File: src/rtl/slb_pkg.sv
package slb_pkg;

  localparam int TIME_BITS       = 32;
  localparam int INT_FAST        = 1000 / 2 / 2;
  localparam int INT_MID         = 1000 / 2;
  localparam int INT_SLOW        = 1000 * 2;
  localparam int PWM_ONE_PERCENT = (65535 / 100) + 1;
  localparam int PWM_THRESHOLD   = PWM_ONE_PERCENT / 2;
  localparam int FULL_LEVEL      = 255;
  localparam int QDEPTH          = 4;

  localparam int FW = $clog2(INT_FAST);
  localparam int MW = $clog2(INT_MID);
  localparam int SW = $clog2(INT_SLOW);

  // slow interval = ALIGN_BASE << ALIGN_LOW_BITS; floor(x / ALIGN_BASE) by reciprocal multiply
  localparam int     ALIGN_LOW_BITS = 4;
  localparam int     ALIGN_BASE     = INT_SLOW >> ALIGN_LOW_BITS;
  localparam int     ALIGN_QW       = TIME_BITS - ALIGN_LOW_BITS;
  localparam int     ALIGN_SHIFT    = ALIGN_QW + $clog2(ALIGN_BASE);
  localparam longint ALIGN_MAGIC    = ((longint'(1) << ALIGN_SHIFT) + longint'(ALIGN_BASE) - 1)
                                      / longint'(ALIGN_BASE);
  localparam int     MAGIC_W        = $clog2(ALIGN_MAGIC + 1);

  typedef enum logic [1:0] {
    MODE_ON      = 2'd0,
    MODE_HEATER  = 2'd1,
    MODE_ALERTS  = 2'd2,
    MODE_INVALID = 2'd3
  } mode_t;

  typedef enum logic [2:0] {
    CMD_OFF   = 3'd0,
    CMD_RED   = 3'd1,
    CMD_GREEN = 3'd2,
    CMD_BLUE  = 3'd3,
    CMD_WHITE = 3'd4
  } led_cmd_t;

  typedef struct packed {
    logic     two;
    led_cmd_t cmd0;
    led_cmd_t cmd1;
  } q_entry_t;

  typedef struct packed {
    logic full;
    logic empty;
  } q_stat_t;

  typedef struct packed {
    logic          done;
    logic [FW-1:0] rem_fast;
    logic [MW-1:0] rem_mid;
    logic [SW-1:0] rem_slow;
  } align_res_t;

  typedef struct packed {
    logic       lit;
    logic [7:0] r;
    logic [7:0] g;
    logic [7:0] b;
  } led_rgb_t;

  function automatic led_rgb_t cmd_to_rgb(led_cmd_t c);
    led_rgb_t v;
    v = '0;
    case (c)
      CMD_RED: begin
        v.lit = 1'b1;
        v.r   = 8'(FULL_LEVEL);
      end
      CMD_GREEN: begin
        v.lit = 1'b1;
        v.g   = 8'(FULL_LEVEL);
      end
      CMD_BLUE: begin
        v.lit = 1'b1;
        v.b   = 8'(FULL_LEVEL);
      end
      CMD_WHITE: begin
        v.lit = 1'b1;
        v.r   = 8'(FULL_LEVEL);
        v.g   = 8'(FULL_LEVEL);
        v.b   = 8'(FULL_LEVEL);
      end
      default: v = '0;
    endcase
    return v;
  endfunction

endpackage

File: src/rtl/slb_align.sv
module slb_align import slb_pkg::*; (
  input  logic                 clk,
  input  logic                 rst_n,
  input  logic                 start,
  input  logic [TIME_BITS-1:0] now,
  output align_res_t           res
);

  localparam int PRW = ALIGN_QW + MAGIC_W;

  logic                      st1_r, st2_r, done_r;
  logic [ALIGN_QW-1:0]       x_r;
  logic [ALIGN_QW-1:0]       q_r, q_nxt;
  logic [ALIGN_LOW_BITS-1:0] lo_r;
  logic [SW-1:0]             rs_r, rs_nxt;
  logic [MW-1:0]             rm_r, rm_nxt;
  logic [FW-1:0]             rf_r, rf_nxt;
  logic [PRW-1:0]            prod;
  logic [ALIGN_QW-1:0]       rem_base;

  assign prod     = PRW'(now[TIME_BITS-1:ALIGN_LOW_BITS]) * PRW'(ALIGN_MAGIC);
  assign q_nxt    = ALIGN_QW'(prod >> ALIGN_SHIFT);
  assign rem_base = x_r - ALIGN_QW'(q_r * ALIGN_QW'(ALIGN_BASE));
  assign rs_nxt   = SW'({rem_base, lo_r});

  always_comb begin
    if (rs_r >= SW'(3 * INT_MID)) begin
      rm_nxt = MW'(rs_r - SW'(3 * INT_MID));
    end else if (rs_r >= SW'(2 * INT_MID)) begin
      rm_nxt = MW'(rs_r - SW'(2 * INT_MID));
    end else if (rs_r >= SW'(INT_MID)) begin
      rm_nxt = MW'(rs_r - SW'(INT_MID));
    end else begin
      rm_nxt = MW'(rs_r);
    end
    if (rm_nxt >= MW'(INT_FAST)) begin
      rf_nxt = FW'(rm_nxt - MW'(INT_FAST));
    end else begin
      rf_nxt = FW'(rm_nxt);
    end
  end

  always_ff @(posedge clk) begin
    if (!rst_n) begin
      st1_r  <= 1'b0;
      st2_r  <= 1'b0;
      done_r <= 1'b0;
    end else begin
      st1_r  <= start;
      st2_r  <= st1_r;
      done_r <= st2_r;
    end
    if (start) begin
      x_r  <= now[TIME_BITS-1:ALIGN_LOW_BITS];
      q_r  <= q_nxt;
      lo_r <= now[ALIGN_LOW_BITS-1:0];
    end
    if (st1_r) begin
      rs_r <= rs_nxt;
    end
    if (st2_r) begin
      rm_r <= rm_nxt;
      rf_r <= rf_nxt;
    end
  end

  assign res.done     = done_r;
  assign res.rem_fast = rf_r;
  assign res.rem_mid  = rm_r;
  assign res.rem_slow = rs_r;

endmodule

File: src/rtl/slb_front.sv
module slb_front import slb_pkg::*; (
  input  logic                 clk,
  input  logic                 rst_n,
  input  logic                 in_valid,
  output logic                 in_ready,
  input  logic [31:0]          in_now_ms,
  input  logic                 in_halt_error,
  input  logic                 in_screen_present,
  input  logic                 in_readings_valid,
  input  logic                 in_alerts_pending,
  input  logic [15:0]          in_heater_pwm,
  output logic                 align_start,
  output logic [TIME_BITS-1:0] align_now,
  input  align_res_t           align_res,
  input  q_stat_t              q_stat,
  output logic                 push,
  output q_entry_t             push_data
);

  typedef enum logic [2:0] {
    ST_FIRST = 3'b001,
    ST_ALIGN = 3'b010,
    ST_RUN   = 3'b100
  } fst_t;

  fst_t                 state_r, state_nxt;
  logic [TIME_BITS-1:0] mk_fast_r, mk_fast_nxt;
  logic [TIME_BITS-1:0] mk_mid_r, mk_mid_nxt;
  logic [TIME_BITS-1:0] mk_slow_r, mk_slow_nxt;
  logic                 ph_fast_r, ph_fast_nxt;
  logic                 ph_mid_r, ph_mid_nxt;
  logic                 ph_slow_r, ph_slow_nxt;
  mode_t                prev_mode_r, prev_mode_nxt;

  logic [TIME_BITS-1:0] now_t;
  logic                 due_f, due_m, due_s;
  logic                 sv;
  mode_t                mode;
  logic                 ent, edge_emit;
  led_cmd_t             ent_cmd, edge_cmd;

  assign now_t     = TIME_BITS'(in_now_ms);
  assign align_now = now_t;
  assign due_f     = TIME_BITS'(now_t - mk_fast_r) >= TIME_BITS'(INT_FAST);
  assign due_m     = TIME_BITS'(now_t - mk_mid_r)  >= TIME_BITS'(INT_MID);
  assign due_s     = TIME_BITS'(now_t - mk_slow_r) >= TIME_BITS'(INT_SLOW);
  assign sv        = in_screen_present & in_readings_valid;

  always_comb begin
    if (!sv) begin
      mode = MODE_INVALID;
    end else if (in_alerts_pending) begin
      mode = MODE_ALERTS;
    end else if (in_heater_pwm >= 16'(PWM_THRESHOLD)) begin
      mode = MODE_HEATER;
    end else begin
      mode = MODE_ON;
    end
  end

  always_comb begin
    ent       = 1'b0;
    ent_cmd   = CMD_OFF;
    edge_emit = 1'b0;
    edge_cmd  = CMD_OFF;
    case (mode)
      MODE_ALERTS: begin
        ent       = (prev_mode_r != MODE_ALERTS);
        ent_cmd   = CMD_RED;
        edge_emit = due_m;
        edge_cmd  = ph_mid_r ? CMD_OFF : CMD_RED;
      end
      MODE_HEATER: begin
        ent       = (prev_mode_r != MODE_HEATER);
        ent_cmd   = CMD_BLUE;
        edge_emit = due_s;
        edge_cmd  = ph_slow_r ? CMD_OFF : CMD_BLUE;
      end
      MODE_ON: begin
        ent     = 1'b1;
        ent_cmd = CMD_GREEN;
      end
      default: begin
        ent     = 1'b1;
        ent_cmd = CMD_WHITE;
      end
    endcase
  end

  assign in_ready = (state_r == ST_RUN) && !q_stat.full;

  always_comb begin
    state_nxt     = state_r;
    mk_fast_nxt   = mk_fast_r;
    mk_mid_nxt    = mk_mid_r;
    mk_slow_nxt   = mk_slow_r;
    ph_fast_nxt   = ph_fast_r;
    ph_mid_nxt    = ph_mid_r;
    ph_slow_nxt   = ph_slow_r;
    prev_mode_nxt = prev_mode_r;
    align_start   = 1'b0;
    push          = 1'b0;
    push_data     = '0;
    case (state_r)
      ST_FIRST: begin
        if (in_valid) begin
          align_start = 1'b1;
          state_nxt   = ST_ALIGN;
        end
      end
      ST_ALIGN: begin
        if (align_res.done) begin
          mk_fast_nxt = now_t - TIME_BITS'(align_res.rem_fast);
          mk_mid_nxt  = now_t - TIME_BITS'(align_res.rem_mid);
          mk_slow_nxt = now_t - TIME_BITS'(align_res.rem_slow);
          ph_fast_nxt = 1'b0;
          ph_mid_nxt  = 1'b0;
          ph_slow_nxt = 1'b0;
          state_nxt   = ST_RUN;
        end
      end
      ST_RUN: begin
        if (in_valid && in_ready) begin
          if (due_f) begin
            mk_fast_nxt = mk_fast_r + TIME_BITS'(INT_FAST);
          end
          if (due_f && in_halt_error) begin
            push           = 1'b1;
            push_data.two  = 1'b0;
            push_data.cmd0 = ph_fast_r ? CMD_OFF : CMD_RED;
            push_data.cmd1 = CMD_OFF;
            ph_fast_nxt    = !ph_fast_r;
          end else begin
            if (sv) begin
              prev_mode_nxt = mode;
            end
            if (due_m) begin
              mk_mid_nxt = mk_mid_r + TIME_BITS'(INT_MID);
              if (mode == MODE_ALERTS) begin
                ph_mid_nxt = !ph_mid_r;
              end
            end
            if (due_s) begin
              mk_slow_nxt = mk_slow_r + TIME_BITS'(INT_SLOW);
              if (mode == MODE_HEATER) begin
                ph_slow_nxt = !ph_slow_r;
              end
            end
            push           = ent | edge_emit;
            push_data.two  = ent & edge_emit;
            push_data.cmd0 = ent ? ent_cmd : edge_cmd;
            push_data.cmd1 = edge_cmd;
          end
        end
      end
      default: state_nxt = ST_FIRST;
    endcase
  end

  always_ff @(posedge clk) begin
    if (!rst_n) begin
      state_r     <= ST_FIRST;
      mk_fast_r   <= '0;
      mk_mid_r    <= '0;
      mk_slow_r   <= '0;
      ph_fast_r   <= 1'b0;
      ph_mid_r    <= 1'b0;
      ph_slow_r   <= 1'b0;
      prev_mode_r <= MODE_INVALID;
    end else begin
      state_r     <= state_nxt;
      mk_fast_r   <= mk_fast_nxt;
      mk_mid_r    <= mk_mid_nxt;
      mk_slow_r   <= mk_slow_nxt;
      ph_fast_r   <= ph_fast_nxt;
      ph_mid_r    <= ph_mid_nxt;
      ph_slow_r   <= ph_slow_nxt;
      prev_mode_r <= prev_mode_nxt;
    end
  end

endmodule

File: src/rtl/slb_queue.sv
module slb_queue import slb_pkg::*; (
  input  logic     clk,
  input  logic     rst_n,
  input  logic     push,
  input  q_entry_t push_data,
  input  logic     pop,
  output q_entry_t head,
  output q_stat_t  stat
);

  localparam int PW = (QDEPTH > 1) ? $clog2(QDEPTH) : 1;
  localparam int CW = $clog2(QDEPTH + 1);

  q_entry_t      mem_r [QDEPTH];
  logic [PW-1:0] wr_ptr_r, wr_ptr_nxt;
  logic [PW-1:0] rd_ptr_r, rd_ptr_nxt;
  logic [CW-1:0] count_r, count_nxt;

  assign head       = mem_r[rd_ptr_r];
  assign stat.full  = (count_r == CW'(QDEPTH));
  assign stat.empty = (count_r == '0);

  always_comb begin
    wr_ptr_nxt = wr_ptr_r;
    rd_ptr_nxt = rd_ptr_r;
    if (push) begin
      wr_ptr_nxt = (wr_ptr_r == PW'(QDEPTH - 1)) ? '0 : wr_ptr_r + PW'(1);
    end
    if (pop) begin
      rd_ptr_nxt = (rd_ptr_r == PW'(QDEPTH - 1)) ? '0 : rd_ptr_r + PW'(1);
    end
    case ({push, pop})
      2'b10:   count_nxt = count_r + CW'(1);
      2'b01:   count_nxt = count_r - CW'(1);
      default: count_nxt = count_r;
    endcase
  end

  always_ff @(posedge clk) begin
    if (!rst_n) begin
      wr_ptr_r <= '0;
      rd_ptr_r <= '0;
      count_r  <= '0;
    end else begin
      wr_ptr_r <= wr_ptr_nxt;
      rd_ptr_r <= rd_ptr_nxt;
      count_r  <= count_nxt;
    end
    if (push) begin
      mem_r[wr_ptr_r] <= push_data;
    end
  end

endmodule

File: src/rtl/slb_back.sv
module slb_back import slb_pkg::*; (
  input  logic       clk,
  input  logic       rst_n,
  input  q_entry_t   head,
  input  q_stat_t   q_stat,
  output logic       pop,
  output logic       out_valid,
  input  logic       out_ready,
  output logic       out_led_lit,
  output logic [7:0] out_red,
  output logic [7:0] out_green,
  output logic [7:0] out_blue,
  output logic       out_last
);

  logic     valid_r, valid_nxt;
  logic     sub_r, sub_nxt;
  led_rgb_t rgb_r, rgb_nxt;
  logic     last_r, last_nxt;
  logic     load;
  logic     is_last;
  led_cmd_t cmd;

  assign load    = !q_stat.empty && (!valid_r || out_ready);
  assign is_last = !head.two || sub_r;
  assign cmd     = sub_r ? head.cmd1 : head.cmd0;
  assign pop     = load && is_last;

  always_comb begin
    valid_nxt = valid_r;
    sub_nxt   = sub_r;
    rgb_nxt   = rgb_r;
    last_nxt  = last_r;
    if (load) begin
      valid_nxt = 1'b1;
      sub_nxt   = !is_last;
      rgb_nxt   = cmd_to_rgb(cmd);
      last_nxt  = is_last;
    end else if (out_ready) begin
      valid_nxt = 1'b0;
    end
  end

  always_ff @(posedge clk) begin
    if (!rst_n) begin
      valid_r <= 1'b0;
      sub_r   <= 1'b0;
    end else begin
      valid_r <= valid_nxt;
      sub_r   <= sub_nxt;
    end
    rgb_r  <= rgb_nxt;
    last_r <= last_nxt;
  end

  assign out_valid   = valid_r;
  assign out_led_lit = rgb_r.lit;
  assign out_red     = rgb_r.r;
  assign out_green   = rgb_r.g;
  assign out_blue    = rgb_r.b;
  assign out_last    = last_r;

endmodule

File: src/rtl/status_led_blink_controller_unit.sv
// Path: an accepted tick is written into the command queue, and the back end then loads its
// first LED command into the output register once that register is free.
// Throughput: one tick per cycle while the command queue is not full; the output register
// moves one LED command per cycle while out_ready is high, so a tick that gives two commands
// holds the result side for both of them. The first tick after reset is held while a
// three-stage reciprocal-multiply remainder unit aligns the three blink markers.
// Reset: synchronous, active low; clears markers, phases and queue, prev mode to invalid.
module status_led_blink_controller_unit import slb_pkg::*; (
  input  logic        clk,
  input  logic        rst_n,
  input  logic        in_valid,
  output logic        in_ready,
  input  logic [31:0] in_now_ms,
  input  logic        in_halt_error,
  input  logic        in_screen_present,
  input  logic        in_readings_valid,
  input  logic        in_alerts_pending,
  input  logic [15:0] in_heater_pwm,
  output logic        out_valid,
  input  logic        out_ready,
  output logic        out_led_lit,
  output logic [7:0]  out_red,
  output logic [7:0]  out_green,
  output logic [7:0]  out_blue,
  output logic        out_last
);

  logic                 align_start;
  logic [TIME_BITS-1:0] align_now;
  align_res_t           align_res;
  q_stat_t              q_stat;
  logic                 push;
  q_entry_t             push_data;
  logic                 pop;
  q_entry_t             head;

  slb_align u_align (
    .clk   (clk),
    .rst_n (rst_n),
    .start (align_start),
    .now   (align_now),
    .res   (align_res)
  );

  slb_front u_front (
    .clk               (clk),
    .rst_n             (rst_n),
    .in_valid          (in_valid),
    .in_ready          (in_ready),
    .in_now_ms         (in_now_ms),
    .in_halt_error     (in_halt_error),
    .in_screen_present (in_screen_present),
    .in_readings_valid (in_readings_valid),
    .in_alerts_pending (in_alerts_pending),
    .in_heater_pwm     (in_heater_pwm),
    .align_start       (align_start),
    .align_now         (align_now),
    .align_res         (align_res),
    .q_stat            (q_stat),
    .push              (push),
    .push_data         (push_data)
  );

  slb_queue u_queue (
    .clk       (clk),
    .rst_n     (rst_n),
    .push      (push),
    .push_data (push_data),
    .pop       (pop),
    .head      (head),
    .stat      (q_stat)
  );

  slb_back u_back (
    .clk         (clk),
    .rst_n       (rst_n),
    .head        (head),
    .q_stat      (q_stat),
    .pop         (pop),
    .out_valid   (out_valid),
    .out_ready   (out_ready),
    .out_led_lit (out_led_lit),
    .out_red     (out_red),
    .out_green   (out_green),
    .out_blue    (out_blue),
    .out_last    (out_last)
  );

endmodule

File: config.mk
export PLATFORM = sky130hd
export DESIGN_NAME = status_led_blink_controller_unit
export DESIGN_NICKNAME = d
export VERILOG_FILES = /design/src/rtl/slb_pkg.sv /design/src/rtl/slb_align.sv /design/src/rtl/slb_front.sv /design/src/rtl/slb_queue.sv /design/src/rtl/slb_back.sv /design/src/rtl/status_led_blink_controller_unit.sv
export SDC_FILE = /design/constraint.sdc
export NUM_CORES = 1
export LEC_CHECK = 0
export BUFFER_PORTS_ARGS = -buffer_cell sky130_fd_sc_hd__buf_2
export CORE_MARGIN = 4
export CORE_UTILIZATION = 45
export CTS_BUF_LIST = sky130_fd_sc_hd__clkbuf_8
export DETAILED_ROUTE_END_ITERATION = 7
export HOLD_SLACK_MARGIN = 0.03
export PLACE_DENSITY = 0.64
export SLEW_MARGIN = 10
export SYNTH_ARGS = -nofsm -noshare
export SYNTH_HDL_FRONTEND = slang
export SYNTH_HIERARCHICAL = 1
export SYNTH_SLANG_ARGS = --single-unit
File: constraint.sdc
create_clock -name clk -period 12.6 [get_ports clk]
set_clock_uncertainty 0.15 [all_clocks]
set_input_delay 2.52 -clock clk [delete_from_list [all_inputs] [get_ports clk]]
set_output_delay 2.52 -clock clk [all_outputs]
set_load 0.1 [all_outputs]
# Word level (Yosys, flattened, before mapping)
# Memory sizes are Yosys's and may differ from the RTL's. A register that Yosys moved wholly into a read port is not among the register bits.
# Cells that the tools add are included.
# totals
regBits	203
latch_bits	0
ramBits	28
mem_bits_ro	0
mem_count	1
# op_classes
n_addsub	18
mul	2
div	0
order_cmp	8
eq_ne	26
n_shift	0
mux	68
bitwise	5
reduce_logical	32
# memory_table
name	words	width	rd	rd_ports_with_merged_regs	write_ports	line	rtl
u_queue.mem_r	4	7	1	1	1	slb_queue.sv:14	q_entry_t mem_r [QDEPTH];
# op_table
operator	count
32-bit two-way mux	11
32-bit case mux with 2 select lines	3
32-bit subtractor	3
28-bit by 29-bit multiplier with 57-bit output, second input constant	1
32-bit by 11-bit adder with 32-bit output, second input constant	1
32-bit by 8-bit adder with 32-bit output, second input constant	1
32-bit by 9-bit adder with 32-bit output, second input constant	1
32-bit by 11-bit >= comparator with 1-bit output, second input constant	1
32-bit by 8-bit >= comparator with 1-bit output, second input constant	1
32-bit by 9-bit >= comparator with 1-bit output, second input constant	1
8-bit two-way mux	4
32-bit by 11-bit subtractor with 32-bit output	1
32-bit by 8-bit subtractor with 32-bit output	1
32-bit by 9-bit subtractor with 32-bit output	1
9-bit two-way mux	3
9-bit subtractor, second input constant	3
1-bit two-way mux	24
22-bit by 7-bit multiplier with 7-bit output, second input constant	1
7-bit two-way mux	3
3-bit case mux with 3 select lines	2
16-bit by 9-bit >= comparator with 1-bit output, second input constant	1
2-bit inequality test, second input constant	8
2-bit two-way mux	7
3-bit two-way mux	4
32 further kinds	72

# Depth between registers and ports, before layout
# depth
depth_word	12
ltp_mapped	24
mapped_depth_nobuf	23

# By module
# Netlist, hierarchy kept.
# modules_own_cells
mod	instances	cells_each	area_per_inst_um2	seq_area_each_um2
slb_front	1	2145	14641.5	2082.0
slb_align	1	1269	13050.0	1411.4
slb_queue	1	84	1477.7	1021.0
slb_back	1	57	554.3	190.2

# Worst setup path after synthesis
# OpenSTA, ideal clock, no wires.
# synth_path
path_type	input to register
start	in in_now_ms[17]
end	reg u_align.q_r[6], data pin
arrival_ps	8001
required_ps	12190
path_slack_ps	4190
path_stages	21
cell_sequence	buf_4 -> fa_1 -> inv_1 -> fa_1 -> fa_1 -> fa_1 -> inv_1 -> fa_1 -> fa_1 -> inv_1 -> fa_1 -> inv_1 -> ha_1 -> a21oi_1 -> nor2_1 -> o21a_1 -> o41ai_1 -> o22ai_1 -> a311oi_1 -> o21ai_0 -> xnor2_1
# synth_via
elab_chain_len	1
# synth_lines
element	line	rtl
start, declared	status_led_blink_controller_unit.sv:13	input logic [31:0] in_now_ms,
28-bit by 29-bit multiplier with 57-bit output	slb_align.sv:21	assign prod = PRW'(now[TIME_BITS-1:ALIGN_LOW_BITS]) * PRW'(ALIGN_MAGIC);
named net u_align.prod[41]	slb_align.sv:18	logic [PRW-1:0] prod;
end signal, assigned	slb_align.sv:55	q_r <= q_nxt;
end, declared	slb_align.sv:13	logic [ALIGN_QW-1:0] q_r, q_nxt;
# The timed path passes the listed nets, and every way through them passes these cells.
# A chain may end at the register's enable or synchronous reset.

# Final worst setup path
# layout_path
start	in in_now_ms[20]
end	reg u_align.q_r[6], data pin
# Same word-level chain as after synthesis.

==> flow_metrics.env <==
export IMPL_status="completed"
export IMPL_syn_to_final_growth_pct=4.171
export IMPL_tritoncts="built"
export IMPL_arrival_ps=9350
export IMPL_ys_seq_area_frac=0.1583
export IMPL_postCtsHoldBufs=0
export IMPL_grt_usage=0.2398
export IMPL_synthAdderAreaFrac=0.3329
export IMPL_grt_pass1_vias=24010
export IMPL_post_dp_hpwl_mm=66.69
export IMPL_setup_viol=0
export IMPL_vdd_drop_max_mv=0.4115
export IMPL_cts_root_buf="clkbuf_8"
export IMPL_rsz0062_at_grt="no"
export IMPL_synth_edf_count=78
export IMPL_period_share=0.7318
export IMPL_synth_compound_area_frac=0.1916
export IMPL_synth_top_area_cell="fa_1"
export IMPL_insertion_delay_ps=540
export IMPL_post_cts_resized=0
export IMPL_syn_inst=3555
export IMPL_wirelength_mm=85.27
export IMPL_rows=93
export IMPL_final_common_cell="inv_1"
export IMPL_routedWlPerCell_um=19.51
export IMPL_postCtsSetupBuffers=0
export IMPL_cts_buffers=17
export IMPL_yosys_area_share_simple=0.1414
export IMPL_max_cap_violations=0
export IMPL_synth_top_family_by_area="adder cells"
export IMPL_syn_nets=4253
export IMPL_hp_class="flip-flop to flip-flop"
export IMPL_power_leakage_uw=0.01339
export IMPL_yosysTopAreaCellShare=0.1670
export IMPL_fmax_ghz=0.1085
export IMPL_finalSetupTns_ps=0
export IMPL_port_buffers=80
export IMPL_critPathCaptureType="flip-flop"
export IMPL_die_h_um=265.0
export IMPL_final_core_util=0.4769
export IMPL_cts_sinks=196
export IMPL_drive_gt1_frac=0.06149
export IMPL_routed_via_density=5.726
export IMPL_synth_xor_area_frac=0.05216
export IMPL_nets=4198
export IMPL_grt_use_met1=0.3375
export IMPL_worst_ep_required_time_ps=12730
export IMPL_grt_pass1_wl_mm=134.8
export IMPL_worst_setup_path_start_kind="input pin"
export IMPL_layout_common_cells="616 x inv_1, 394 x ha_1, 256 x a21oi_1"
export IMPL_avgSynthCellArea_um2=8.361
export IMPL_drt_drc_violations_left=0
export IMPL_drtIter0Drc=1891
export IMPL_synthMuxAreaShare=0.01254
export IMPL_use_met3=0.03276
export IMPL_cp_max_fo=15
export IMPL_place_congestion=0.9341
export IMPL_grt_max_degree=86
export IMPL_dieArea_um2=70230
export IMPL_worst_hold_slack_ps=283.3
export IMPL_cts_reportedPaths_clkPinSlew_ps=120
export IMPL_yosys_warnings=6
export IMPL_drt_pass1_iterations=6
export IMPL_vias=25020
export IMPL_synthArstFlopShare=0
export IMPL_grt_overflow=0
export IMPL_cts_htree_levels=4
export IMPL_start_util=0.4578
export IMPL_maxSlewViolCount=0
export IMPL_antenna_left=0
export IMPL_post_route_min_period_ps=9220
export IMPL_synthFlopType="dfxtp_1"
export IMPL_antenna_found_initial=3
export IMPL_grt_busiest_layer="met2"
export IMPL_synth_cell_types=99
export IMPL_powerDensity_nw_per_um2=225.7
export IMPL_final_hold_viol_count=0
export IMPL_grtUsageMet2=0.3790
export IMPL_ys_ff_latch=196
export IMPL_crit_type="input pin to flip-flop"
export IMPL_synthesis_area_um2=29720
export IMPL_synth_area_top_cells="fa_1 17%, ha_1 17%, dfxtp_1 7.9%"
export IMPL_pin_count=84
export IMPL_tightestPinTransition_ps=952.0
export IMPL_relSlewSlack=0.3595
export IMPL_die_x_um=265.0
export IMPL_clock_path_buffers=2
export IMPL_core_area_um2=64930
==> layout make-up <==
class	count	area (um^2)
antenna	2	5.005
inverter	618	2320
clock inverter	15	231.5
clock buffer	17	234.0
fill	6384	33970
sequential	196	4705
multi-input combinational	2554	21750
timing repair buffer	113	648.1
tap	855	1070
==> metal layers <==
layer  wire (um)  share of wire  vias to the layer above
met3        5342          0.063                      129
met1       38530           0.45                    11980
met2       38240           0.45                      784
met5          13        0.00015                        -
li1            -              -                    12130
met4        3140          0.037                        2
==> where the power goes <==
part / switching, uW / internal [uW] / total [uW]
sequential: 52.2 / 818 / 871
combinational: 3310 / 2330 / 5640
clock: 310 / 169 / 478
total: 3670 / 3320 / 6990
==> path summary, 6_finish.rpt <==
kind,startpoint,end,slack [ps],depth (start not counted)
max reg2reg,u_front/mk_slow_r[25],u_queue/count_r[2],6570,20
max,in_now_ms[20],u_align/q_r[6],3380,21
min reg2reg,u_align/lo_r[0],u_align/rs_r[0],280,0
min,u_align/lo_r[0],u_align/rs_r[0],280,0
==> metrics by stage <==
step | worst slack [ps] | total power, uW | cells | area (um^2)
final | 3380 | 6989 | 4370 | 30960
after global routing | 3153 | 7860 | 4369 | 30960
after CTS | 3417 | 7047 | 4368 | 30960
after detailed placement | 2875 | 6509 | 4336 | 30490
after global placement | 2855 | 6501 | 4336 | 30490
after floorplan | 4190 | 5069 | 3555 | 29720
==> state kept, by name (all words and copies together) (netlist names), 9 cells and up, named ones only <==
register           flops
u_front/mk_mid_r      32
u_front/mk_fast_r     32
u_align/rs_r          11
u_queue/mem_r         28
u_align/rm_r           9
u_front/mk_slow_r     32
==> cell usage after synthesis, drive strengths merged (13+ instances only) <==
cell,instances
clkbuf,104
inv,618
nor2,169
nand2b,35
mux2i,17
fa,248
nor2b,33
and3,24
o31ai,16
o21ai,168
nand3,75
nand2,216
or3,30
a21oi,260
o31a,13
o211ai,45
nand4,55
nor3,93
dfxtp,118
a31oi,40
o21a,38
o21bai,16
and2,26
xor2,68
edfxtp,78
ha,394
a211oi,39
a21o,57
o22ai,18
nor4,37
xnor2,109
buf,83
o32ai,14
==> logic make-up (layout without fill, tap and decap cells) <==
kind of cell	Yosys count	count (layout)
other	1	3
AO/OA/AOI/OAI	864	864
XOR/XNOR	177	177
AND/OR/NAND/NOR	842	842
adder cells (fa/ha/maj)	642	642
multiplexers	28	28
flip-flops	196	196
buffers and inverters	805	763
==> worst max-delay path, cell delays in order <==
cell and delay [ps]:
buf_2 530, ha_1 450, fa_1 530, fa_1 530, inv_1 50, fa_1 480
inv_1 60, fa_1 530, fa_1 570, inv_1 60, fa_1 540, inv_1 40
ha_1 340, nand2_1 80, nor2_1 40, o21a_1 190, o41ai_1 440, o22ai_1 150
a311oi_1 770, o21ai_0 260, xnor2_1 170
Power figures use the tool's default switching activity.
